<file path="src/rtl/rhpm_pkg.sv">
// ----------------------------------------------------------------------------
// rhpm_pkg
// Shared constants, types and helpers of the random history pixel mixer.
// ----------------------------------------------------------------------------
package rhpm_pkg;

  localparam int unsigned PLANES      = 16;
  localparam int unsigned MAX_LUMA    = 65536;
  localparam int unsigned PLANE_DEPTH = MAX_LUMA + (MAX_LUMA / 2);
  localparam int unsigned MEM_DEPTH   = PLANES * PLANE_DEPTH;

  localparam int unsigned PLANE_W  = $clog2(PLANES);
  localparam int unsigned POS_W    = $clog2(PLANE_DEPTH);
  localparam int unsigned FILL_W   = $clog2(PLANE_DEPTH + 1);
  localparam int unsigned ADDR_W   = $clog2(MEM_DEPTH);
  localparam int unsigned SAMPLE_W = 16;
  localparam int unsigned TOL_W    = 9;
  localparam int unsigned LUMA_W   = 17;
  localparam int unsigned CMP_W    = (POS_W > LUMA_W) ? POS_W : LUMA_W;
  localparam int unsigned LCG_W    = 32;
  localparam int unsigned PICK_LSB = 24;

  localparam logic [LCG_W-1:0] LCG_MUL = 32'd1103515245;
  localparam logic [LCG_W-1:0] LCG_ADD = 32'd12345;

  // apb register map
  localparam int unsigned PADDR_W  = 3;
  localparam int unsigned PDATA_W  = 32;
  localparam logic        REG_TOL  = 1'b0;
  localparam logic        REG_LUMA = 1'b1;

  localparam logic [TOL_W-1:0]  TOL_RESET  = '0;
  localparam logic [LUMA_W-1:0] LUMA_RESET = 17'd65536;

  localparam logic [POS_W-1:0]  POS_LAST   = POS_W'(PLANE_DEPTH - 1);
  localparam logic [ADDR_W-1:0] PLANE_SPAN = ADDR_W'(PLANE_DEPTH);

  // side information of a word that waits for its history read
  typedef struct packed {
    logic signed [SAMPLE_W-1:0] sample;
    logic                       frame_end;
    logic                       luma;
    logic                       same_plane;
    logic                       hit;
  } rhpm_info_t;

  function automatic logic [ADDR_W-1:0] plane_base(input logic [PLANE_W-1:0] plane);
    plane_base = ADDR_W'(plane) * PLANE_SPAN;
  endfunction

endpackage

</file>
<file path="src/rtl/rhpm_front.sv">
// ----------------------------------------------------------------------------
// rhpm_front
// Frame position, plane counter, random generator and history addressing.
// ----------------------------------------------------------------------------
module rhpm_front (
  input  logic                                clk_i,
  input  logic                                rst_ni,
  input  logic                                accept_i,
  input  logic signed [rhpm_pkg::SAMPLE_W-1:0] sample_i,
  input  logic                                frame_end_i,
  input  logic [rhpm_pkg::LUMA_W-1:0]         luma_samples_i,
  output logic                                we_o,
  output logic [rhpm_pkg::ADDR_W-1:0]         waddr_o,
  output logic [rhpm_pkg::SAMPLE_W-1:0]       wdata_o,
  output logic                                re_o,
  output logic [rhpm_pkg::ADDR_W-1:0]         raddr_o,
  output rhpm_pkg::rhpm_info_t                info_o
);
  import rhpm_pkg::*;

  logic [POS_W-1:0]   pos_q, pos_d;
  logic [PLANE_W-1:0] plane_q, plane_d;
  logic [LCG_W-1:0]   lcg_q, lcg_d;
  logic [FILL_W-1:0]  fill_q [PLANES];
  logic [FILL_W-1:0]  pos_next;
  logic [PLANE_W-1:0] pick;
  rhpm_info_t         info_q, info_d;

  // lcg_q already holds the advanced value used by the next word
  assign pick     = plane_q + lcg_q[PICK_LSB +: PLANE_W];
  assign pos_next = FILL_W'(pos_q) + FILL_W'(1);

  always_comb begin
    lcg_d = lcg_q * LCG_MUL + LCG_ADD;
    if (frame_end_i) begin
      pos_d   = '0;
      plane_d = plane_q - PLANE_W'(1);
    end else begin
      pos_d   = (pos_q == POS_LAST) ? '0 : pos_q + POS_W'(1);
      plane_d = plane_q;
    end
  end

  always_comb begin
    info_d.sample     = sample_i;
    info_d.frame_end  = frame_end_i;
    info_d.luma       = CMP_W'(pos_q) < CMP_W'(luma_samples_i);
    info_d.same_plane = (pick == plane_q);
    // entries past the fill mark of a plane were never written and read as zero
    info_d.hit        = FILL_W'(pos_q) < fill_q[pick];
  end

  always_ff @(posedge clk_i or negedge rst_ni) begin
    if (!rst_ni) begin
      pos_q   <= '0;
      plane_q <= PLANE_W'(PLANES - 1);
      lcg_q   <= LCG_ADD;
      for (int i = 0; i < PLANES; i++) begin
        fill_q[i] <= '0;
      end
    end else if (accept_i) begin
      pos_q   <= pos_d;
      plane_q <= plane_d;
      lcg_q   <= lcg_d;
      if (pos_next > fill_q[plane_q]) begin
        fill_q[plane_q] <= pos_next;
      end
    end
  end

  always_ff @(posedge clk_i) begin
    if (accept_i) begin
      info_q <= info_d;
    end
  end

  assign we_o    = accept_i;
  assign waddr_o = plane_base(plane_q) + ADDR_W'(pos_q);
  assign wdata_o = sample_i;
  assign re_o    = accept_i;
  assign raddr_o = plane_base(pick) + ADDR_W'(pos_q);
  assign info_o  = info_q;

endmodule

</file>
<file path="config.mk">
export PLATFORM = sky130hd
export DESIGN_NAME = rhpm_front
export DESIGN_NICKNAME = d
export VERILOG_FILES = /design/src/rtl/rhpm_pkg.sv /design/src/rtl/rhpm_front.sv
export SDC_FILE = /design/constraint.sdc
export NUM_CORES = 1
export LEC_CHECK = 0
export BUFFER_PORTS_ARGS = -buffer_cell sky130_fd_sc_hd__buf_4
export CAP_MARGIN = 20
export CORE_AREA = 2 2 205 248
export DETAILED_ROUTE_END_ITERATION = 8
export DIE_AREA = 0 0 207 250
export PLACE_DENSITY_LB_ADDON = 0.2
export SLEW_MARGIN = 5
export SYNTH_ARGS = -nofsm -noshare
export SYNTH_HDL_FRONTEND = slang
export SYNTH_SLANG_ARGS = --single-unit
</file>
<file path="constraint.sdc">
create_clock -name clk_i -period 6.8 [get_ports clk_i]
set_input_delay 0.34 -clock clk_i [delete_from_list [all_inputs] [get_ports clk_i]]
set_output_delay 0.34 -clock clk_i [all_outputs]
set_load 0.02 [all_outputs]
</file>
# After elaboration in Yosys (flattened, before gate mapping)
# Cells that the tools add are included.
# totals
reg_bits,345
in_bits,37
out_inout_bits,80
elab_cells,57
# op_classes
addsub,6
mul,3
magnitude_cmp,6
eq_ne,2
n_mux,11
n_bitwise,2
reduce_logical,3
# ops
operator,n
$bwmux 272,1
$bmux 17 s4,2
$mux 17,7
$demux 17 s4,1
$add 21x17->21,2
$lt 17x17->1,2
$add 32x14->32 const B,1
$mul 32x31->32 const B,1
$add 17x1->17 const B,1
$eq 17x17->1 const B,1
$gt 17x17->1,1
$mul 4x2->6 const B,2
$ge 5x5->1 const B,2
$not 4->5,2
$lt 5x1->1 const B,1
$add 4x4->4,1
$eq 4x4->1,1
$reduce_and 2->1,2
$sub 4x1->4 const B,1
$logic_and 1x1->1,1

# Logic depth before layout (Yosys ltp)
# logic_depth
depth_word,6
ltp_mapped,25
mapped_depth_nobuf,25

# Worst setup path before layout
# No wires, ideal clock.
# synth_path
path_type,register -> register
startpoint,register lcg_q[8]
endpoint,register lcg_q[26]
setup_ns,0.125
arrival_time_ns,6.249
t_required_ns,6.675
slack_ns,0.427
stages_incl_launch_ff,23
n_path_buf,0
synth_period_minus_slack_ns,6.373
cell_sequence,dfrtp_1 > ha_1 > xor2_1 > ha_1 > a21oi_1 > fa_1 > fa_1 > fa_1 > inv_1 > fa_1 > fa_1 > inv_1 > fa_1 > inv_1 > ha_1 > a21o_1 > a21oi_1 > o21ai_1 > or3_1 > o21ai_1 > o21ai_1 > xor2_1 > mux2_2
# synth_between
elab_chain_len,2
# synth_rtl
element,line,text
from (decl),rhpm_front.sv:23,"logic [LCG_W-1:0] lcg_q, lcg_d;"
from (signal assigned),rhpm_front.sv:64,lcg_q <= lcg_d;
$mul 32x31->32,rhpm_front.sv:34,lcg_d = lcg_q * LCG_MUL + LCG_ADD;
$add 32x14->32,rhpm_front.sv:34,
# Every way passes these cells.
# A chain may end at the register's enable or synchronous reset.

# Worst setup path after layout
# layout_path
startpoint,register lcg_q[7]
endpoint,register lcg_q[27]
# Same word-level chain as after synthesis.

==> results.txt <==
outcome = finished clean
port bufs = 116
number of global-route vias before repair = 18813
adder-cell share of the synthesized area = 22.39%
ant diodes = 0
initial drt markers = 908
Post-synth EDFFs = 20
Post-Route Setup TNS = 0 ns
Detailed Routing Iterations Pass 1 = 6
Clock Tree Root = clkbuf_16
yosys warns = 0
row cnt = 90
post-synthesis mux area share = 24.76%
max cap viols = 0
antenna violations before repair = 0
min-delay worst type = in -> reg
Setup crit end kind = register
CTS Buffer Depth = 3
Post-Synth XOR/XNOR Area = 3.316%
# setup viols final = 0
Starting Density = 54.31%
first-pass GRT wire length = 110000 microns
Core Area = 49550 sq um
Worst Tran Pin Value = 1.124 ns
r2r endpoint = lcg_q[27]$_DFFE_PN0P_
worst-path cell chain = ha_1, buf_4, fa_1, inv_1, fa_1, fa_1, inv_1, ha_1, inv_1, fa_1, inv_1, fa_1, inv_1, fa_1, inv_1, ha_2, nand3_1, a211oi_2, o21ai_2, a21o_1, o21ai_2, o31ai_2, xnor2_1, mux2_2
f_max = 0.1524 GHz
largest net degree at the start of global routing = 185
Clock Skews = 0.03763 ns
Synth Area in Compound Gates = 4.548%
# clock sinks = 341
Final Util = 59.58%
via count = 17270
Clk Latency, worst-skew pair = 0.57 ns
Seq/Total Area, Yosys = 32.13%
die area = 51750 sq um
Hold Vio Cnt, Final = 0
Post-Syn Area per Cell = 12.25 sq um
relative slew slack = 25.04%
Data arrival, critical path = 6.98 ns
Mapped Cells = 2196
hpwl dp = 47900 microns
Worst Path Required = 7.22 ns
I/O pins = 117
Synth cell types = 68
final slew viol count = 0
R2R Setup Slk = 0.24 ns
Hold Path Stages = 4
CTS tree = done
Total GRT Usage = 27.70%
main combinational cell family by area after synthesis = multiplexers
Synthesized Nets = 2627
worst r2r src = lcg_q[7]$_DFFE_PN0P_
Mapped Area = 26910 sq um
Layout Nets = 2704
Largest stage delay, worst path = 0.53 ns
area grow syn2layout = 9.719%
Antenna Nets Post-Route = 0
total gr overflow = 0
crit path launch type = register
crit-path max FO = 7
fin crit share = 96.51%
Crit-path slowest cell = fa_1
Max H-tree Level = 2
post-synthesis simple-gate area fraction = 4.552%
Hold EP = info_o[2]$_DFFE_PP_
Wirelength per Cell = 23.60 microns
chip height = 250 microns
fin crit period = 6.563 ns
most common cell after layout, fill and taps aside = inv_1
cells on worst reg2reg path = 24
Post-route DRC = 0
most frequent cells in the layout = inv_1, dfrtp_1, ha_1
Avg Vias per Cell = 5.860
layout cells sized above 1 = 28.05%
FILL cells = 4027
Hold Path Origin = luma_samples_i[8]
Setup CP Type = reg -> reg
final WL = 69560 microns
asr flop ratio synth = 94.13%
die width = 207 microns
GP Congestion = 0.9447
#FFs+latches synth = 341
CTS clk-pin slew, worst paths = 0.06 ns
Inserted Clock Buffers = 39
Top FF cell, synth = dfrtp_1
==> metal layers <==
layer / vias up / GRT usage (%) / part of all wire (%)
met4: 0 / 10.45 / 4.0
met2: 455 / 48.93 / 51
met3: 166 / 3.813 / 4.6
met5: - / 0 / 0
met1: 8986 / 34.60 / 40
li1: 7663 / - / -
==> sequential cells by signal (all words and copies together), names as in the netlist <==
signal   cells
pos_q       17
info_o      20
plane_q      4
fill_q     272
lcg_q       28
==> critical path: cells and delay by family, from the launching register on <==
family / cells / cell delay [ns]
flip-flops: 1 / 0.46
AND/OR/NAND/NOR: 1 / 0.15
adder cells (fa/ha/maj): 9 / 3.98
buffers and inverters: 7 / 0.47
XOR/XNOR: 1 / 0.12
AO/OA/AOI/OAI: 5 / 0.97
multiplexers: 1 / 0.26
==> layout make-up <==
| type | instances | area (sq um) | area share, % |
|---|---|---|---|
| Clock buffer | 62 | 1112 | 3.768 |
| Sequential cell | 341 | 8655 | 29.32 |
| Multi-Input combinational cell | 1356 | 16140 | 54.67 |
| Tap cell | 644 | 805.8 | 2.729 |
| Timing Repair Buffer | 171 | 1361 | 4.611 |
| Inverter | 364 | 1366 | 4.628 |
| Clock inverter | 9 | 81.33 | 0.2755 |
==> through the flow <==
stage          setup slack (ns)  hold slack (ns)  std cells  cell area, sq um
6_report                 0.2374           0.2888       2947             29520
5_1_grt                -0.05974           0.3288       2947             29520
4_1_cts                 0.09817           0.2807       2944             29430
3_5_place_dp             0.1047           0.3519       2855             28050
3_3_place_gp             0.2614           0.3450       2855             28050
2_1_floorplan            0.4267          0.04441       2196             26910
==> worst max-delay path by stage <==
stage | endpoint | startpoint
2_1_floorplan | lcg_q[26]$_DFFE_PN0P_ | lcg_q[8]$_DFFE_PN0P_
3_3_place_gp | lcg_q[26]$_DFFE_PN0P_ | lcg_q[7]$_DFFE_PN0P_
3_5_place_dp | lcg_q[20]$_DFFE_PN0P_ | lcg_q[7]$_DFFE_PN0P_
4_1_cts | lcg_q[20]$_DFFE_PN0P_ | lcg_q[7]$_DFFE_PN0P_
5_1_grt | lcg_q[21]$_DFFE_PN0P_ | lcg_q[3]$_DFFE_PN1P_
6_report | lcg_q[27]$_DFFE_PN0P_ | lcg_q[7]$_DFFE_PN0P_
==> kinds of logic (layout without fill, tap and decap cells) <==
group                      Yosys count  after routing
AOI/OAI and AO/OA                  194            194
adders and majority gates          394            394
DFF                                341            341
and+or+nand+nor                    237            237
xor gates and xnor gates            90             90
buffers and inverters              499            606
muxes                              441            441
==> cell usage after synthesis (22+ instances only) <==
cell type  count  area [sq um]
ha_1         248          3103
a21oi_1       77         385.4
buf_4         52         390.4
mux2i_1       22         220.2
xnor2_1       51         446.7
mux4_2       153          3446
mux2_2       211          2376
mux2_1        55         619.3
nand2_1      127         476.7
nand3_1       23         115.1
clkbuf_1      39         146.4
o21ai_0       41         205.2
inv_1        361          1355
a21o_1        24         180.2
fa_1         146          2923
xor2_1        32         280.3
dfrtp_1      311          7782
==> what timing repair did <==
item                                    in CTS  in global routing
setup buffers                                0                  1
endpoints found under the setup margin       0                  7
resized for setup                            0                 16
hold buffers                                18                  0
hold endpoints to repair                    79                  0
Power is left out: the tool's default activity adds up to more than one toggle a clock period on the data nets, which glitch-free logic cannot reach.
