===== src/rtl/rhpm_pkg.sv =====
// ----------------------------------------------------------------------------
// rhpm_pkg
// Shared constants, types and helpers of the random history pixel mixer.
// ----------------------------------------------------------------------------
package rhpm_pkg;

  localparam int unsigned PLANES      = 16;
  localparam int unsigned MAX_LUMA    = 65536;
  localparam int unsigned PLANE_DEPTH = MAX_LUMA + (MAX_LUMA / 2);
  localparam int unsigned MEM_DEPTH   = PLANES * PLANE_DEPTH;

  localparam int unsigned PLANE_W  = $clog2(PLANES);
  localparam int unsigned POS_W    = $clog2(PLANE_DEPTH);
  localparam int unsigned FILL_W   = $clog2(PLANE_DEPTH + 1);
  localparam int unsigned ADDR_W   = $clog2(MEM_DEPTH);
  localparam int unsigned SAMPLE_W = 16;
  localparam int unsigned TOL_W    = 9;
  localparam int unsigned LUMA_W   = 17;
  localparam int unsigned CMP_W    = (POS_W > LUMA_W) ? POS_W : LUMA_W;
  localparam int unsigned LCG_W    = 32;
  localparam int unsigned PICK_LSB = 24;

  localparam logic [LCG_W-1:0] LCG_MUL = 32'd1103515245;
  localparam logic [LCG_W-1:0] LCG_ADD = 32'd12345;

  // apb register map
  localparam int unsigned PADDR_W  = 3;
  localparam int unsigned PDATA_W  = 32;
  localparam logic        REG_TOL  = 1'b0;
  localparam logic        REG_LUMA = 1'b1;

  localparam logic [TOL_W-1:0]  TOL_RESET  = '0;
  localparam logic [LUMA_W-1:0] LUMA_RESET = 17'd65536;

  localparam logic [POS_W-1:0]  POS_LAST   = POS_W'(PLANE_DEPTH - 1);
  localparam logic [ADDR_W-1:0] PLANE_SPAN = ADDR_W'(PLANE_DEPTH);

  // side information of a word that waits for its history read
  typedef struct packed {
    logic signed [SAMPLE_W-1:0] sample;
    logic                       frame_end;
    logic                       luma;
    logic                       same_plane;
    logic                       hit;
  } rhpm_info_t;

  function automatic logic [ADDR_W-1:0] plane_base(input logic [PLANE_W-1:0] plane);
    plane_base = ADDR_W'(plane) * PLANE_SPAN;
  endfunction

endpackage


===== src/rtl/rhpm_mix.sv =====
// ----------------------------------------------------------------------------
// rhpm_mix
// Scales the history difference, applies the tolerance, registers the word.
// ----------------------------------------------------------------------------
module rhpm_mix (
  input  logic                                 clk_i,
  input  logic                                 load_i,
  input  rhpm_pkg::rhpm_info_t                 info_i,
  input  logic [rhpm_pkg::SAMPLE_W-1:0]        rdata_i,
  input  logic [rhpm_pkg::TOL_W-1:0]           tolerance_i,
  output logic signed [rhpm_pkg::SAMPLE_W-1:0] pixel_out_o,
  output logic                                 last_o
);
  import rhpm_pkg::*;

  localparam int unsigned DIFF_W = SAMPLE_W + 1;
  localparam int unsigned SCL_W  = SAMPLE_W + 2;

  logic signed [SAMPLE_W-1:0] stored;
  logic signed [DIFF_W-1:0]   diff;
  logic signed [SCL_W-1:0]    scaled;
  logic        [SCL_W-1:0]    mag;
  logic signed [SAMPLE_W-1:0] pixel_q, pixel_d;
  logic                       last_q;

  always_comb begin
    // same plane: the history entry is the word itself, written when it was accepted
    if (info_i.same_plane) begin
      stored = info_i.sample;
    end else if (info_i.hit) begin
      stored = signed'(rdata_i);
    end else begin
      stored = '0;
    end
    diff = DIFF_W'(stored) - DIFF_W'(info_i.sample);
    if (info_i.luma) begin
      scaled = SCL_W'(diff >>> 7);
    end else begin
      scaled = SCL_W'(diff >>> 8) + SCL_W'(128);
    end
    mag     = scaled[SCL_W-1] ? unsigned'(-scaled) : unsigned'(scaled);
    pixel_d = (mag > SCL_W'(tolerance_i)) ? stored : info_i.sample;
  end

  always_ff @(posedge clk_i) begin
    if (load_i) begin
      pixel_q <= pixel_d;
      last_q  <= info_i.frame_end;
    end
  end

  assign pixel_out_o = pixel_q;
  assign last_o      = last_q;

endmodule


===== config.mk =====
export PLATFORM = sky130hd
export DESIGN_NAME = rhpm_mix
export DESIGN_NICKNAME = d
export VERILOG_FILES = /design/src/rtl/rhpm_pkg.sv /design/src/rtl/rhpm_mix.sv
export SDC_FILE = /design/constraint.sdc
export NUM_CORES = 1
export LEC_CHECK = 0
export BUFFER_PORTS_ARGS = -buffer_cell sky130_fd_sc_hd__buf_2
export CORE_MARGIN = 4
export CORE_UTILIZATION = 49
export DETAILED_ROUTE_END_ITERATION = 12
export PLACE_DENSITY = 0.74
export RECOVER_POWER = 25
export SYNTH_ARGS = -nofsm -noshare
export SYNTH_HDL_FRONTEND = slang
export SYNTH_SLANG_ARGS = --single-unit
export TNS_END_PERCENT = 1

===== constraint.sdc =====
create_clock -name clk_i -period 12.97 [get_ports clk_i]
set_input_delay 2.594 -clock clk_i [delete_from_list [all_inputs] [get_ports clk_i]]
set_output_delay 2.594 -clock clk_i [all_outputs]
set_load 0.1 [all_outputs]

# Yosys cells after proc, flatten, opt, wreduce, memory -nomap -nowiden
# Index checks and enable logic that the tools add are counted.
# classes
order_cmp	1
n_addsub	3
n_mux	5
# ops
cell	count
2-to-1 mux 16 bit	3
2-to-1 mux 18 bit	2
> comparator 18 x 9 -> 1 bit	1
negation 18 bit	1
subtractor 16 x 16 -> 17 bit	1
adder 9 x 9 -> 10 bit, second input constant	1
# word_totals
register_bits	17
output_inout_bits	17
in_bits	47
wordCells	11

# Longest topological paths before layout
# logic_depth
ltp_word	9
mapped_depth	28

# Worst setup path after synthesis
# No wires, ideal clock.
# synth_path
path_kind	input to register
start	input info_i[1] (netlist name)
end	register pixel_q[10], in the netlist pixel_out_o[10], data pin
arrival_time_ns	7.348
cell_stages	26
path_slack_ns	5.362
path_cell_list	buf_6 -> nor2b_1 -> clkbuf_1 -> a22o_1 -> ha_1 -> buf_6 -> a21oi_2 -> nand3_1 -> or3_1 -> a21o_1 -> and2_1 -> a21oi_1 -> ha_1 -> inv_1 -> a311oi_1 -> nor3b_1 -> mux2i_1 -> o21ai_0 -> ha_1 -> nand3_1 -> o32ai_1 -> a21oi_1 -> a31o_1 -> buf_6 -> buf_12 -> mux2_4
# synth_between
elab_chain_cells	8
# synth_rtl
element	line	source
start: declaration	rhpm_mix.sv:8	input rhpm_pkg::rhpm_info_t info_i,
2-to-1 mux 16 bit *	rhpm_mix.sv:28	if (info_i.same_plane) begin
subtractor 16 x 16 -> 17 bit	rhpm_mix.sv:35	diff = DIFF_W'(stored) - DIFF_W'(info_i.sample);
adder 9 x 9 -> 10 bit	rhpm_mix.sv:39	scaled = SCL_W'(diff >>> 8) + SCL_W'(128);
2-to-1 mux 18 bit	rhpm_mix.sv:36	if (info_i.luma) begin
negation 18 bit	rhpm_mix.sv:41	mag = scaled[SCL_W-1] ? unsigned'(-scaled) : unsigned'(scaled);
2-to-1 mux 18 bit	rhpm_mix.sv:41	
> comparator 18 x 9 -> 1 bit	rhpm_mix.sv:42	pixel_d = (mag > SCL_W'(tolerance_i)) ? stored : info_i.sample;
2-to-1 mux 16 bit *	rhpm_mix.sv:42	
via pixel_d[10]	rhpm_mix.sv:23	logic signed [SAMPLE_W-1:0] pixel_q, pixel_d;
end signal: assignment	rhpm_mix.sv:47	pixel_q <= pixel_d;
end: declaration	rhpm_mix.sv:23	
# The timed path passes the listed nets; every way through them passes the cells marked *.
# A chain may end at the register's enable or synchronous reset.

# Final worst setup path
# layout_path
start	input info_i[1] (netlist name)
end	register pixel_q[2], in the netlist pixel_out_o[2], data pin
# Same word-level chain as after synthesis.

==> qor.csv <==
stage,metric,value,unit
logic_synthesis,Post-Synth Simple-Gate Area,15.9,%
logic_synthesis,Synth Warn #,0,
critical_path,crit path max fanout,19,
clock_tree,post-cts sizing count,0,
logic_synthesis,post-synthesis mux area share,10.3,%
critical_path,crit path DAT,8.46,ns
logic_synthesis,Synth Flop Type,edfxtp_1,
grt,first-pass GRT wire length,9580,um
final_layout,ant diodes,0,
final_layout,area of the multi-input gates,1870,um2
hold_path,hold path start,info_i[3],
floorplanning,Ports,64,
route,number of routed nets with antenna violations,0,
sta,slew margin rel.,37.4,%
pwr,Leak Pwr,1.35,nW
sta,worst-margin pin slew,0.937,ns
clock_tree,CTS tree,built,
pwr,Power Density,129,nW/um2
critical_path,worst path cell trace,buf_2 > nor2b_1 > a22o_1 > ha_1 > a21oi_2 > nand3_1 > or3_1 > a21o_1 > and2_1 > a21oi_1 > ha_1 > inv_1 > a311oi_1 > nor2_1 > a2bb2oi_1 > o22ai_1 > a21oi_1 > ha_1 > nand2_1 > a211oi_1 > o31ai_1 > a21oi_1 > a31o_1 > mux2_2,
sta,maximum clock frequency,118,MHz
logic_synthesis,top-area cell type share of the netlist area,19.7,%
sta,period utilization,65.2,%
clock_tree,clock buffer depth,2,
logic_synthesis,"Cell Area, Synth",2590,um2
grt,Tot GR Track Use,18.2,%
critical_path,CP max stage delay,0.76,ns
sta,max-slew violations,0,
grt,Congestion Overflow GR,0,
floorplanning,Initial Util,50.6,%
critical_path,Buf/Inv on CP,2,
logic_synthesis,largest cells by area after synthesis,"edfxtp_1, ha_1, mux2_4",
floorplanning,Std-Cell Rows,26,
grt,largest net degree at the start of global routing,20,
hold_path,hold endpoint,last_o,
logic_synthesis,"Seq/Total Area, Yosys",19.7,%
clock_tree,postcts setup bufs,0,
logic_synthesis,Post-synth EDFFs,17,
sta,Setup Viol. Count Final,0,
pwr,Tot Pwr,381,uW
route,total wire length,6000,um
route,Iteration-0 DRC Markers,138,
final_layout,layout cell share with drive strength beyond 1,28.2,%
placed_design,Port Buffer Count,63,
placed_design,GP Congestion,0.928,
floorplanning,Die H,80.7,um
logic_synthesis,ys async rst share,0,%
route,Vias,2393,
grt,vias in the first global route,2143,
sta,total negative setup slack,0,ns
clock_tree,CTS Hold Bufs,0,
logic_synthesis,number of distinct library cells after synthesis,66,
grt,initial antenna violation count,0,
final_layout,final core occ,57.6,%
route,vias per inst,5.72,
final_layout,register area,510,um2
logic_synthesis,XOR/XNOR share of the synthesized area,1.69,%
placed_design,hpwl dp,5030,um
logic_synthesis,"Avg Cell Area, Syn",8.80,um2
sta,Final Hold Viols,0,
hold_path,WHS Path Cells,1,
flow_run,Max Cap Viol,0,
critical_path,Worst path slowest cell,nor2b_1,
critical_path,Setup CP Type,input pin to flip-flop,
logic_synthesis,Synth Instances,294,
critical_path,CP Launch Type,input pin,
floorplanning,Core ar.,5110,um2
pwr,Worst IR Drop VDD,0.0804,mV
clock_tree,Worst-path clk slew,0.06,ns
final_layout,final-layout fill cell count,483,
logic_synthesis,compound-cell area share of the yosys netlist,32.4,%
logic_synthesis,largest family of logic cells by synthesized area,compound AO/OA/AOI/OAI gates,
clock_tree,Root Driver,clkbuf_8,
critical_path,WP data required,12.97,ns
sta,RSZ-0062 raised after global routing,no,
route,DR pass1 iterations,4,
final_layout,area grow syn2layout,13.7,%
final_layout,nets@finish,421,
logic_synthesis,Adder-Cell Fraction of Synth Area,12.1,%
critical_path,CP Capture Type,flip-flop,
logic_synthesis,post-synth top area cell,edfxtp_1,
logic_synthesis,#FFs+latches synth,17,
critical_path,crit-path leading delay family,compound AO/OA/AOI/OAI gates,
clock_tree,CTS H-tree lvls,1,
floorplanning,die width,80.7,um
sta,min Tclk post-route,8.46,ns
floorplanning,Die Footprint,6500,um2
hold_path,HP Class,input pin to flip-flop,
clock_tree,Num CTS Buffers,3,
clock_tree,Clock Sinks,17,
route,Residual DRC,0,
route,Wirelength per Cell,14.3,um
logic_synthesis,syn_nets,366,
status,status,completed,
==> registers in the layout, summed over array words and instances, names as in the netlist <==
name	count
last_o	1
pixel_out_o	16
==> worst max path at each step <==
| stage | start | endpoint | depth (start not counted) |
|---|---|---|---|
| 2_1_floorplan | info_i[1] | pixel_out_o[10] | 26 |
| 3_3_place_gp | info_i[1] | pixel_out_o[15] | 22 |
| 3_5_place_dp | info_i[1] | pixel_out_o[2] | 24 |
| 4_1_cts | info_i[1] | pixel_out_o[15] | 24 |
| 5_1_grt | info_i[1] | pixel_out_o[15] | 24 |
| 6_report | info_i[1] | pixel_out_o[2] | 24 |
==> layer usage <==
metal / wire length (um) / up-vias / track usage [%]
met5: 0 / - / 0
met4: 113 / 0 / 6.93
met3: 402 / 10 / 1.57
met2: 2710 / 75 / 30.8
met1: 2770 / 1084 / 23.9
li1: - / 1224 / -
==> cell usage after synthesis, types with 8 or more instances <==
cell type and count:
nor3_1 9, a21oi_1 22, o21ai_0 16, inv_1 30, a21o_1 8, ha_1 25
nor2_1 14, edfxtp_1 17, nand2_1 19, mux2_4 10, a22o_1 14
==> power by group <==
group / switching, mW / total [mW] / leakage (nW) / internal (mW)
Combinational: 0.176 / 0.267 / 1.17 / 0.0908
Clock: 0.0155 / 0.0372 / 0.0228 / 0.0217
Sequential: 0.00181 / 0.0765 / 0.166 / 0.0747
Total: 0.194 / 0.381 / 1.35 / 0.187
==> logic make-up (layout without fill, tap and decap cells) <==
group	count (synthesis)	count (layout)
buffers and inverters	43	97
multiplexers	21	21
AND/OR/NAND/NOR	74	74
adder cells (fa/ha/maj)	25	25
flip-flops	17	17
XOR/XNOR	5	5
AO/OA/AOI/OAI	109	109
==> metrics by stage <==
stage               cell area, um2  hold slack [ns]  worst slack (ns)  std cells
detailed placement            2900             2.77              4.33        414
global route                  2940             2.52              4.13        418
global placement              2900             2.78              4.57        414
finish                        2940             2.53              4.51        418
floorplan                     2590             2.69              5.36        294
CTS                           2940             2.52              4.58        418
==> cell usage in the layout (no fill, tap or decap), drive strengths merged, types with 10 or more instances in the layout <==
| cell | netlist | layout |
|---|---|---|
| nand2 | 19 | 19 |
| a21oi | 25 | 25 |
| o21ai | 19 | 19 |
| nor3 | 10 | 10 |
| nor2 | 14 | 14 |
| inv | 30 | 30 |
| edfxtp | 17 | 17 |
| buf | 7 | 62 |
| ha | 25 | 25 |
| a22o | 14 | 14 |
| mux2 | 15 | 15 |
==> layout make-up <==
class	instances	share of cell area [%]
Multi-Input combinational cell	234	63.6
Sequential cell	17	17.4
Timing Repair Buffer	63	10.7
Inverter	30	3.83
Tap cell	70	2.98
Clock buffer	4	1.53
(Power assumes the default switching activity.)
