`src/rtl/rhpm_pkg.sv`:
```
// ----------------------------------------------------------------------------
// rhpm_pkg
// Shared constants, types and helpers of the random history pixel mixer.
// ----------------------------------------------------------------------------
package rhpm_pkg;

  localparam int unsigned PLANES      = 16;
  localparam int unsigned MAX_LUMA    = 65536;
  localparam int unsigned PLANE_DEPTH = MAX_LUMA + (MAX_LUMA / 2);
  localparam int unsigned MEM_DEPTH   = PLANES * PLANE_DEPTH;

  localparam int unsigned PLANE_W  = $clog2(PLANES);
  localparam int unsigned POS_W    = $clog2(PLANE_DEPTH);
  localparam int unsigned FILL_W   = $clog2(PLANE_DEPTH + 1);
  localparam int unsigned ADDR_W   = $clog2(MEM_DEPTH);
  localparam int unsigned SAMPLE_W = 16;
  localparam int unsigned TOL_W    = 9;
  localparam int unsigned LUMA_W   = 17;
  localparam int unsigned CMP_W    = (POS_W > LUMA_W) ? POS_W : LUMA_W;
  localparam int unsigned LCG_W    = 32;
  localparam int unsigned PICK_LSB = 24;

  localparam logic [LCG_W-1:0] LCG_MUL = 32'd1103515245;
  localparam logic [LCG_W-1:0] LCG_ADD = 32'd12345;

  // apb register map
  localparam int unsigned PADDR_W  = 3;
  localparam int unsigned PDATA_W  = 32;
  localparam logic        REG_TOL  = 1'b0;
  localparam logic        REG_LUMA = 1'b1;

  localparam logic [TOL_W-1:0]  TOL_RESET  = '0;
  localparam logic [LUMA_W-1:0] LUMA_RESET = 17'd65536;

  localparam logic [POS_W-1:0]  POS_LAST   = POS_W'(PLANE_DEPTH - 1);
  localparam logic [ADDR_W-1:0] PLANE_SPAN = ADDR_W'(PLANE_DEPTH);

  // side information of a word that waits for its history read
  typedef struct packed {
    logic signed [SAMPLE_W-1:0] sample;
    logic                       frame_end;
    logic                       luma;
    logic                       same_plane;
    logic                       hit;
  } rhpm_info_t;

  function automatic logic [ADDR_W-1:0] plane_base(input logic [PLANE_W-1:0] plane);
    plane_base = ADDR_W'(plane) * PLANE_SPAN;
  endfunction

endpackage

```
`src/rtl/rhpm_cfg.sv`:
```
// ----------------------------------------------------------------------------
// rhpm_cfg
// APB register block: tolerance and luma sample count.
// ----------------------------------------------------------------------------
module rhpm_cfg (
  input  logic                         clk_i,
  input  logic                         rst_ni,
  input  logic                         psel,
  input  logic                         penable,
  input  logic                         pwrite,
  input  logic [rhpm_pkg::PADDR_W-1:0] paddr,
  input  logic [rhpm_pkg::PDATA_W-1:0] pwdata,
  output logic [rhpm_pkg::PDATA_W-1:0] prdata,
  output logic                         pready,
  output logic [rhpm_pkg::TOL_W-1:0]   tolerance_o,
  output logic [rhpm_pkg::LUMA_W-1:0]  luma_samples_o
);
  import rhpm_pkg::*;

  logic               wr_en;
  logic [TOL_W-1:0]   tol_q;
  logic [LUMA_W-1:0]  luma_q;

  assign pready = 1'b1;
  assign wr_en  = psel && penable && pwrite;

  always_ff @(posedge clk_i or negedge rst_ni) begin
    if (!rst_ni) begin
      tol_q  <= TOL_RESET;
      luma_q <= LUMA_RESET;
    end else if (wr_en) begin
      unique case (paddr[2])
        REG_TOL:  tol_q  <= pwdata[TOL_W-1:0];
        REG_LUMA: luma_q <= pwdata[LUMA_W-1:0];
        default:  ;
      endcase
    end
  end

  always_comb begin
    unique case (paddr[2])
      REG_TOL:  prdata = PDATA_W'(tol_q);
      REG_LUMA: prdata = PDATA_W'(luma_q);
      default:  prdata = '0;
    endcase
  end

  assign tolerance_o    = tol_q;
  assign luma_samples_o = luma_q;

endmodule

```
`config.mk`:
```
export PLATFORM = sky130hd
export DESIGN_NAME = rhpm_cfg
export DESIGN_NICKNAME = d
export VERILOG_FILES = /design/src/rtl/rhpm_pkg.sv /design/src/rtl/rhpm_cfg.sv
export SDC_FILE = /design/constraint.sdc
export NUM_CORES = 1
export LEC_CHECK = 0
export BUFFER_PORTS_ARGS = -buffer_cell sky130_fd_sc_hd__buf_2
export CORE_ASPECT_RATIO = 0.6
export CORE_MARGIN = 2
export CORE_UTILIZATION = 36
export DETAILED_ROUTE_END_ITERATION = 12
export GPL_ROUTABILITY_DRIVEN = 0
export GPL_TIMING_DRIVEN = 0
export PLACE_DENSITY = 0.76
export SETUP_SLACK_MARGIN = 0.1
export SYNTH_ARGS = -nofsm -noshare
export SYNTH_HDL_FRONTEND = slang
export SYNTH_SLANG_ARGS = --single-unit
```
`constraint.sdc`:
```
create_clock -name clk_i -period 0.8 [get_ports clk_i]
set_input_delay 0.04 -clock clk_i [delete_from_list [all_inputs] [get_ports clk_i]]
set_output_delay 0.04 -clock clk_i [all_outputs]
set_load 0.02 [all_outputs]
```
---- After elaboration in Yosys (flattened, before gate mapping) ----
Cells that the tools add are included.
cells by class
  muxes and demuxes ....................... 1
  bitwise gates (word level) .............. 1
  reduce and logical (&&, ||, !) cells .... 4
operators with widths
  kind                                 number
  one-hot mux 32 bit (2 select lines)  1
  AND reduction 2 bit                  2
  logical AND 1 bit                    2
  NOT 1 bit                            1
word-level totals
  register bits ........................... 26
  input port bits ......................... 40
  logic and storage cells ................. 8

---- Depth between registers and ports, before layout ----
Gate-level depths: netlist (run 1).
  depth in word-level cells ............... 3
  depth in mapped cells ................... 4

---- Worst setup path after synthesis (run 1) ----
No wires, ideal clock.
  path kind ............................... input to register
  from .................................... input port paddr[2] (netlist bit)
  to ...................................... register luma_q[10], in the netlist luma_samples_o[10]
  setup time .............................. 125 ps
  arrival ................................. 808 ps
  data required time ...................... 675 ps
  slack ................................... -133 ps
  stages .................................. 4
  cells stage by stage .................... buf_4 > nand4_4 > buf_6 > mux2_4
between the ends
  word-level cells in the longest chain between the ends .. 1
ends and longest elaborated chain
  element                               RTL line        source
  start, declared                       rhpm_cfg.sv:11  input logic [rhpm_pkg::PADDR_W-1:0] paddr,
  AND reduction 2 bit (no source line)  -
  end signal, assigned                  rhpm_cfg.sv:34  REG_LUMA: luma_q <= pwdata[LUMA_W-1:0];
  end, declared                         rhpm_cfg.sv:22  logic [LUMA_W-1:0] luma_q;
No other way between the ends.
A chain may end at the register's enable or synchronous reset.

---- Worst setup path after layout (run 1) ----
  from .................................... register tol_q[3], in the netlist tolerance_o[3]
  to ...................................... output port prdata[3] (netlist bit)
between the ends
  word-level cells in the longest chain between the ends .. 1
ends and longest elaborated chain
  element                              RTL line        source
  start, declared                      rhpm_cfg.sv:21  logic [TOL_W-1:0] tol_q;
  start signal, assigned               rhpm_cfg.sv:33  REG_TOL: tol_q <= pwdata[TOL_W-1:0];
  one-hot mux 32 bit (2 select lines)  rhpm_cfg.sv:41  unique case (paddr[2])
  end, declared                        rhpm_cfg.sv:13  output logic [rhpm_pkg::PDATA_W-1:0] prdata,
No other way between the ends. The select of a mux whose other input is x is not followed.

==> results of run 1 <==
==> flip-flops by register name, indices dropped and copies added, names as in the netlist <==
| name | flops |
|---|---|
| luma_samples_o | 17 |
| tolerance_o | 9 |
==> repair_timing <==
item | CTS | global route
pin swaps | 1 | 0
setup buffers | 27 | 11
setup endpoints to repair | 69 | 69
endpoints found under the hold margin | 27 | 34
resized for setup | 95 | 23
==> synthesized netlist by cell type (all sizes together) <==
library cell	count
and2	8
nand4b	1
buf	19
mux2	35
nand4	1
dfstp	1
conb	2
dfrtp	25
==> worst max-delay path, stage by stage, from the launching register on <==
cell,delay [ns]
dfrtp_2,0.42
mux2_4,0.27
buf_6,0.13
==> final timing paths <==
check | depth (start not counted) | slack [ns] | start | to
worst max-delay path | 2 | -0.34 | tolerance_o[3] | prdata[3]
worst min-delay path | 1 | -0.25 | rst_ni | luma_samples_o[11]
worst max register to register | 3 | -0.21 | tolerance_o[0] | tolerance_o[0]
worst min register to register | 1 | 0.55 | luma_samples_o[7] | luma_samples_o[7]
max in group asynchronous | 1 | 0.64 | rst_ni | tolerance_o[2]
min in group clk_i | 2 | -0.01 | pwdata[12] | luma_samples_o[12]
==> area by class of cell <==
class / count / area share, %
Timing Repair Buffer: 98 / 36.6
Multi-Input combinational cell: 61 / 26.3
Clock buffer: 4 / 1.79
Tap cell: 47 / 2.33
Sequential cell: 26 / 26.6
Buffer: 19 / 6.35
==> logic make-up (layout without fill, tap and decap cells) <==
group                  after synthesis  in the layout  synth area share [%]
buffers and inverters               19            121                  10.8
flip-flops                          26             26                  49.0
multiplexers                        35             35                  32.5
other                                2             16                 0.565
AND/OR/NAND/NOR                     10             10                  7.15
==> placed cells by master (no fill, tap or decap), drive strengths merged <==
cell,n
buf,117
mux2,35
dfrtp,25
conb,16
and2,8
clkbuf,4
nand4b,1
nand4,1
dfstp,1
==> where the power goes <==
| group | leakage [uW] | switching (uW) | internal, uW |
|---|---|---|---|
| combinational | 0.00102 | 1350 | 2040 |
| sequential | 0.000294 | 230 | 1640 |
| clock | 0.0000228 | 396 | 356 |
==> per-layer routing <==
metal / share of wire, % / global-route usage (%) / vias up
met5: 0 / 0 / -
met4: 0.72 / 5.56 / 0
met3: 5.2 / 4.42 / 2
met2: 54 / 33.1 / 34
met1: 40 / 20.5 / 553
li1: - / - / 519
==> metrics by stage <==
| stage | instances | worst slack (ns) | area [sq um] |
|---|---|---|---|
| 3_3_place_gp | 217 | -0.262 | 1820 |
| 2_1_floorplan | 106 | -0.0936 | 1450 |
| 3_5_place_dp | 217 | -0.276 | 1820 |
| 4_1_cts | 248 | -0.327 | 2390 |
| 6_report | 255 | -0.335 | 2520 |
| 5_1_grt | 255 | -0.370 | 2520 |
==> impl_metrics.csv, run 1 <==
group,metric,value,unit
run_status,outcome,"finished, violations left",
run_status,violations,"hold timing, setup timing",
floorplan,die_height,51.1,um
sta,setup_tns,-12.15,ns
synth,synthTopCellsByArea,"dfrtp_1, mux2_2, mux2_4",
sta,finalSetupViolCount,66,
critical_path,cp-end-kind,"output pin",
floorplan,start_util,37.0,%
pwr,ir_drop,1.17,mV
finish,fin_nets,249,
sta,tightest_slew,0.565,ns
global_route,grt_pass1_wl,5.45,mm
cts,cts.htree.levels,1,
synth,synthesis.area,0.00133,sq mm
pwr,finalPower,6020,uW
detailed_routing,vias,1108,
floorplan,pin_count,99,
cts,worstSkewPairLatency,0.27,ns
floorplan,die_w,82.5,um
floorplan,coreArea,0.00359,sq mm
synth,ys_seq_area_share,49.0,%
detailed_routing,drt-total-wl,3.74,mm
floorplan,dieArea,0.00421,sq mm
pwr,p_per_area,2390,mW/mm^2
sta,fmax,0.881,GHz
critical_path,crit_arrival,1.10,ns
critical_path,critical_path_peak_fanout,2,
place,dpl.hpwl,2.20,mm
synth,yosysTopAreaCellShare,47.0,%
floorplan,row_count,17,
place,port_buffers,64,
finish,area.growth.synth_to_final,89.6,%
sta,timing.final.crit_period,1.14,ns
finish,multiInputGateArea,663,sq um
cts,clk_pin_slew,0.09,ns
cts,numClockSinks,26,
sta,skew,0,ns
global_route,antenna_found_initial,0,
synth,ys_ff_latch,26,
detailed_routing,post_drt_wl_per_cell,14.7,um
synth,yosysTopAreaCell,"dfrtp_1",
cts,cts_tree,"done",
finish,final_util,70.1,%
global_route,grt_pass1_vias,1058,
detailed_routing,viasPerCell,4.35,
synth,yosysWarnings,0,
detailed_routing,drc,0,
finish,drive_gt1_share,87.0,%
cts,cts_buffer_depth,2,
detailed_routing,first_pass_iters,3,
cts,cts-root-buf,"clkbuf_8",
critical_path,cp-start-kind,"flop",
critical_path,crit_required,0.76,ns
finish,antenna_cells,0,
cts,cts_made_buffers,3,
flow_run,drv_cap,0,
synth,synth_cells,92,
sta,holdWs,-0.249,ns
sta,fin_ws,-0.335,ns
global_route,grt.overflow.total,0,
synth,synth_cell_types,11,
sta,rsz0062_at_grt,"true",
sta,slew_headroom,62.4,%
pwr,p_leak,0.00134,uW
sta,finalHoldViolCount,26,
detailed_routing,drtIter0Drc,10,
sta,report.final.slew_viol_count,0,
hold_path,min_path_type,"in -> async",
detailed_routing,drtAntennaViolNets,0,
global_route,grt_max_degree,27,
global_route,grt_usage,18.0,%
synth,syn_area_per_cell,14.5,sq um
finish,fillers,253,
critical_path,crit_type,"reg -> out",
sta,min_period_over_period,142,%
finish,regArea,671,sq um
(Power assumes the default switching activity.)
==> run 2, diff against run 1 <==
==> constraint.sdc (replaced) <==
create_clock -name clk_i -period 0.8 [get_ports clk_i]
set_input_delay 0.08 -clock clk_i [delete_from_list [all_inputs] [get_ports clk_i]]
set_output_delay 0.08 -clock clk_i [all_outputs]
set_load 0.02 [all_outputs]
==> run 2 against run 1 <==
  * Wire length increased by 0.13%
  * Critical path type unchanged
  * Cell count decreased by 1.2%
  * The run still ends with hold timing, setup timing left
  * Highest routed layer is now met3
  * Clock skew unchanged
  * First-iteration DRC count increased by 70%
  * Largest power group unchanged
  * Total power increased by 1.2%
  * Sequential share of layout area decreased by 0.57 points
==> impl_metrics.csv, run 2 (synthesis results as in run 1) <==
group,metric,value,unit
cts,clk_pin_slew,0.09,ns
pwr,finalPower,6090,uW
critical_path,cp-start-kind,"flop",
finish,fin_nets,246,
sta,finalSetupViolCount,61,
pwr,clkPwrFrac,13.7,%
sta,fmax,0.856,GHz
critical_path,crit_type,"reg -> out",
global_route,antenna_found_initial,0,
run_status,outcome,"finished, violations left",
pwr,sequentialPowerShare,31.0,%
sta,holdWs,-0.195,ns
pwr,p_per_area,2400,mW/mm^2
critical_path,timing.rr.end,"luma_samples_o[12]",
critical_path,cp-end-kind,"output pin",
global_route,grt_usage,17.5,%
pwr,switching_power,1960,uW
place,dpl.hpwl,2.07,mm
floorplan,die_height,51.1,um
sta,rsz0062_at_grt,"true",
sta,fin_ws,-0.369,ns
finish,multiInputGateArea,686,sq um
sta,finalHoldViolCount,25,
cts,cts_buffer_depth,2,
sta,tightest_slew,0.586,ns
place,port_buffers,64,
run_status,violations,"hold timing, setup timing",
pwr,p_leak,0.00137,uW
critical_path,r2r_start,"luma_samples_o[12]",
global_route,grt_pass1_wl,5.40,mm
detailed_routing,post_drt_wl_per_cell,14.8,um
finish,antenna_cells,0,
finish,drive_gt1_share,83.9,%
place,place_ws,-0.306,ns
critical_path,path_cells,"mux2_4 > buf_6",
critical_path,crit_required,0.72,ns
flow_run,drv_cap,0,
finish,final_common_cell,"buf_6",
finish,area.growth.synth_to_final,91.2,%
pwr,p_comb_share,55.3,%
cts,numClockSinks,26,
critical_path,ff2ff_path_depth,3,
floorplan,dieArea,0.00421,sq mm
global_route,grt_max_degree,27,
critical_path,critical_path_peak_fanout,3,
finish,largest_reg_flops,17,
finish,final_cell_mix,"buf_6, mux2_4, buf_4",
sta,min_period_over_period,146,%
sta,report.final.slew_viol_count,0,
hold_path,min_path_type,"in -> async",
floorplan,row_count,17,
sta,slew_headroom,61.0,%
detailed_routing,vias,1064,
finish,fillers,274,
cts,cts_tree,"done",
critical_path,crit_path_max_incr_delay,0.41,ns
detailed_routing,first_pass_iters,2,
pwr,ir_drop,1.64,mV
detailed_routing,drt-total-wl,3.74,mm
cts,cts.htree.levels,1,
floorplan,coreArea,0.00359,sq mm
global_route,grt.overflow.total,0,
critical_path,crit_arrival,1.09,ns
pwr,internal_power,4130,uW
detailed_routing,viasPerCell,4.22,
pwr,sw_frac_of_total,32.2,%
cts,worstSkewPairLatency,0.26,ns
critical_path,critPathSlowestCell,"dfrtp_1",
finish,regArea,662,sq um
global_route,grt_pass1_vias,1090,
floorplan,die_w,82.5,um
cts,cts-root-buf,"clkbuf_8",
floorplan,start_util,37.0,%
cts,cts_made_buffers,3,
critical_path,reg2reg_slack,-0.18,ns
detailed_routing,drc,0,
detailed_routing,drtAntennaViolNets,0,
sta,timing.final.crit_period,1.17,ns
detailed_routing,drtIter0Drc,17,
sta,skew,0,ns
floorplan,pin_count,99,
run 2: cell count changes in the layout (fill, tap and decap cells not counted), sizes merged:
cell / previous run / this run
buf: 117 / 114
run 2: layout make-up:
class	instances	share of cell area [%]
Buffer	19	6.30
Clock buffer	4	2.17
Sequential cell	26	26.0
Multi-Input combinational cell	61	27.0
Timing Repair Buffer	95	36.2
Tap cell	47	2.31
run 2: worst max-delay path: cells and delay by family (launching register included):
| family | cells | cell delay (ns) |
|---|---|---|
| multiplexers | 1 | 0.28 |
| flip-flops | 1 | 0.41 |
| buffers and inverters | 1 | 0.13 |
run 2: timing repair:
action                     in CTS  in global routing
setup endpoints to repair      69                 69
resized for setup              97                 35
buffers inserted               19                 16
pin swaps                       1                  0
hold endpoints to repair       25                 25
run 2: metal layers:
metal	track usage, %	part of all wire (%)
met1	21.4	43
met2	31.5	52
met3	3.89	4.9
met4	3.33	0
met5	0	0
run 2: per-stage QoR:
step	TNS [ns]	instances	util, %	instance area, sq um
detailed placement	-6.42	217	50.5	1820
global placement	-6.33	217	50.5	1820
CTS	-11.16	240	64.8	2330
global route	-14.07	252	70.7	2540
floorplan	-2.39	106	-	1440
finish	-12.01	252	70.7	2540
run 2: power groups by stage:
stage | clock network, uW | registers [uW] | logic, uW
2_1_floorplan | 0 | 2210 | 930
3_3_place_gp | 0 | 1850 | 1870
3_5_place_dp | 0 | 1860 | 1890
4_1_cts | 876 | 1840 | 2920
5_1_grt | 935 | 1920 | 3530
6_report | 837 | 1890 | 3370
run 2: worst max path at each step:
stage                    endpoint               from
2_1_floorplan  luma_samples_o[10]           paddr[2]
3_3_place_gp   luma_samples_o[10]             pwrite
3_5_place_dp    luma_samples_o[9]               psel
4_1_cts                 prdata[7]     tolerance_o[7]
5_1_grt                 prdata[8]  luma_samples_o[8]
6_report                prdata[3]     tolerance_o[3]
==> run 3, diff against run 2 <==
--- a/config.mk
+++ b/config.mk
@@ -6,13 +6,15 @@
 export NUM_CORES = 1
 export LEC_CHECK = 0
 export BUFFER_PORTS_ARGS = -buffer_cell sky130_fd_sc_hd__buf_2
+export CELL_PAD_IN_SITES_DETAIL_PLACEMENT = 0
+export CELL_PAD_IN_SITES_GLOBAL_PLACEMENT = 1
 export CORE_ASPECT_RATIO = 0.6
 export CORE_MARGIN = 2
-export CORE_UTILIZATION = 36
+export CORE_UTILIZATION = 26
 export DETAILED_ROUTE_END_ITERATION = 12
 export GPL_ROUTABILITY_DRIVEN = 0
 export GPL_TIMING_DRIVEN = 0
-export PLACE_DENSITY = 0.76
+export PLACE_DENSITY = 0.75
 export SETUP_SLACK_MARGIN = 0.1
 export SYNTH_ARGS = -nofsm -noshare
 export SYNTH_HDL_FRONTEND = slang
==> run 3 against run 2 <==
  * First-iteration DRC count is 71% lower
  * The flow still finishes with violations (hold timing, setup timing)
  * Sequential power hardly changed
  * Utilization is 22 points lower
  * Count of clock-buffer cells in the layout stayed put
  * Via count is 0.28% lower
  * Cell count is 4.8% higher
  * Largest power group unchanged
==> impl_metrics.csv, run 3 (synthesis results as in run 1) <==
group,metric,value,unit
run_status,outcome,"finished, violations left",
run_status,violations,"hold timing, setup timing",
global_route,antenna_found_initial,0,
detailed_routing,drtIter0Drc,5,
cts,worstSkewPairLatency,0.27,ns
sta,timing.final.crit_period,1.18,ns
critical_path,r2r_start,"luma_samples_o[9]",
global_route,grt.overflow.total,0,
pwr,finalPower,5770,uW
critical_path,crit_path_max_incr_delay,0.43,ns
finish,antenna_cells,0,
sta,fin_ws,-0.378,ns
critical_path,critPathSlowestCell,"dfrtp_2",
sta,min_period_over_period,147,%
place,port_buffers,64,
detailed_routing,vias,1061,
detailed_routing,dr.max_layer_used,"met3",
floorplan,die_w,96.3,um
finish,final_cells,264,
floorplan,coreArea,0.00500,sq mm
critical_path,ff2ff_path_depth,3,
pwr,ir_drop,1.11,mV
critical_path,crit_required,0.72,ns
critical_path,critical_path_peak_fanout,3,
place,dpl-instance-area,0.00184,sq mm
critical_path,cp-end-kind,"output pin",
cts,clk_pin_slew,0.09,ns
finish,drive_gt1_share,82.8,%
finish,fillers,476,
detailed_routing,wl_met1,1.86,mm
critical_path,cp-start-kind,"flop",
cts,cts_buffer_depth,2,
detailed_routing,viasPerCell,4.02,
flow_run,drv_cap,0,
floorplan,die_height,59.4,um
detailed_routing,drc,0,
sta,fmax,0.849,GHz
cts,cts.htree.levels,1,
detailed_routing,dr_wl_met2,1.93,mm
finish,fin_nets,239,
floorplan,pin_count,99,
finish,area.growth.synth_to_final,83.3,%
critical_path,timing.rr.end,"luma_samples_o[9]",
cts,cts-root-buf,"clkbuf_8",
cts,numClockSinks,26,
finish,postLayoutCellArea,0.00244,sq mm
detailed_routing,first_pass_iters,4,
sta,holdWs,-0.192,ns
critical_path,crit_buf_inv,1,
cts,cts_tree,"done",
global_route,grt_pass1_wl,5.24,mm
sta,slew_headroom,59.4,%
global_route,grt_max_degree,27,
pwr,p_leak,0.00131,uW
critical_path,cpLargestDelayFamily,"flip-flops",
floorplan,start_util,26.6,%
cts,cts_made_buffers,3,
finish,largest_reg_flops,17,
global_route,grt_usage,12.5,%
sta,finalSetupViolCount,55,
finish,final_common_cell,"buf_6",
pwr,p_per_area,2370,mW/mm^2
sta,tightest_slew,0.609,ns
place,dpl.hpwl,2.22,mm
finish,final_util,48.7,%
detailed_routing,wl_met3,191,um
detailed_routing,drtAntennaViolNets,0,
floorplan,dieArea,0.00572,sq mm
hold_path,min_path_type,"in -> async",
floorplan,row_count,20,
sta,finalHoldViolCount,25,
global_route,grt_pass1_vias,996,
finish,final_cell_mix,"buf_6, mux2_4, buf_2",
sta,report.final.slew_viol_count,0,
detailed_routing,post_drt_wl_per_cell,15.1,um
sta,skew,0,ns
place,placedCellCount,236,
critical_path,crit_type,"reg -> out",
critical_path,reg2reg_slack,-0.24,ns
sta,rsz0062_at_grt,"true",
critical_path,crit_arrival,1.10,ns
detailed_routing,drt-total-wl,3.98,mm
critical_path,path_cells,"mux2_4 > buf_6",
## run 3: cell count changes in the layout (fill, tap and decap cells not counted)
cell / previous run / this run
buf_12: 2 / 1
clkbuf_1: 0 / 1
buf_2: 22 / 27
mux2_4: 31 / 30
buf_6: 66 / 54
clkbuf_8: 4 / 3
mux2_2: 4 / 5
nand4b_2: 0 / 1
## run 3: area by class of cell
cell class | count | area [sq um] | area share (%)
Buffer | 19 | 160 | 6.57
Clock buffer | 4 | 45.0 | 1.85
Multi-Input combinational cell | 62 | 697 | 28.6
Sequential cell | 26 | 662 | 27.2
Tap cell | 66 | 82.6 | 3.39
Timing Repair Buffer | 87 | 791 | 32.4
## run 3: repair_timing
action | CTS | global route
buffers inserted | 16 | 8
pin swaps | 1 | 0
cloned | 0 | 1
hold endpoints to repair | 25 | 25
endpoints found under the setup margin | 69 | 69
gates resized for setup | 68 | 43
## run 3: worst register-to-register path, cell delays in order (launching register included)
cell and delay [ns]:
dfrtp_1 0.43, buf_4 0.15, buf_6 0.10, mux2_4 0.25
## run 3: per-layer routing
layer  vias up  track usage (%)
met5         -                0
met4         0             2.41
met3         0             2.29
met2        40             21.3
met1       524             16.9
li1        497                -
## run 3: report_power, final
part / internal, uW / switching (uW) / total [uW]
logic: 1840 / 1270 / 3110
clock network: 357 / 417 / 774
registers: 1630 / 259 / 1890
total: 3830 / 1940 / 5770
## run 3: per-stage QoR
step | hold slack [ns] | setup WS, ns | setup TNS, ns
detailed placement | 0.122 | -0.330 | -7.11
floorplan | -0.216 | -0.134 | -2.39
CTS | -0.178 | -0.374 | -11.11
global route | -0.160 | -0.403 | -13.19
finish | -0.192 | -0.378 | -11.77
global placement | 0.115 | -0.322 | -6.85
## run 3: how the worst max path moves through the flow
stage	to	cells after the start	slack [ns]	from
floorplan	luma_samples_o[10]	4	-0.13	paddr[2]
global placement	luma_samples_o[7]	4	-0.32	pwrite
detailed placement	luma_samples_o[7]	4	-0.33	pwrite
CTS	prdata[6]	2	-0.37	luma_samples_o[6]
global route	prdata[2]	2	-0.40	tolerance_o[2]
finish	prdata[3]	2	-0.38	luma_samples_o[3]
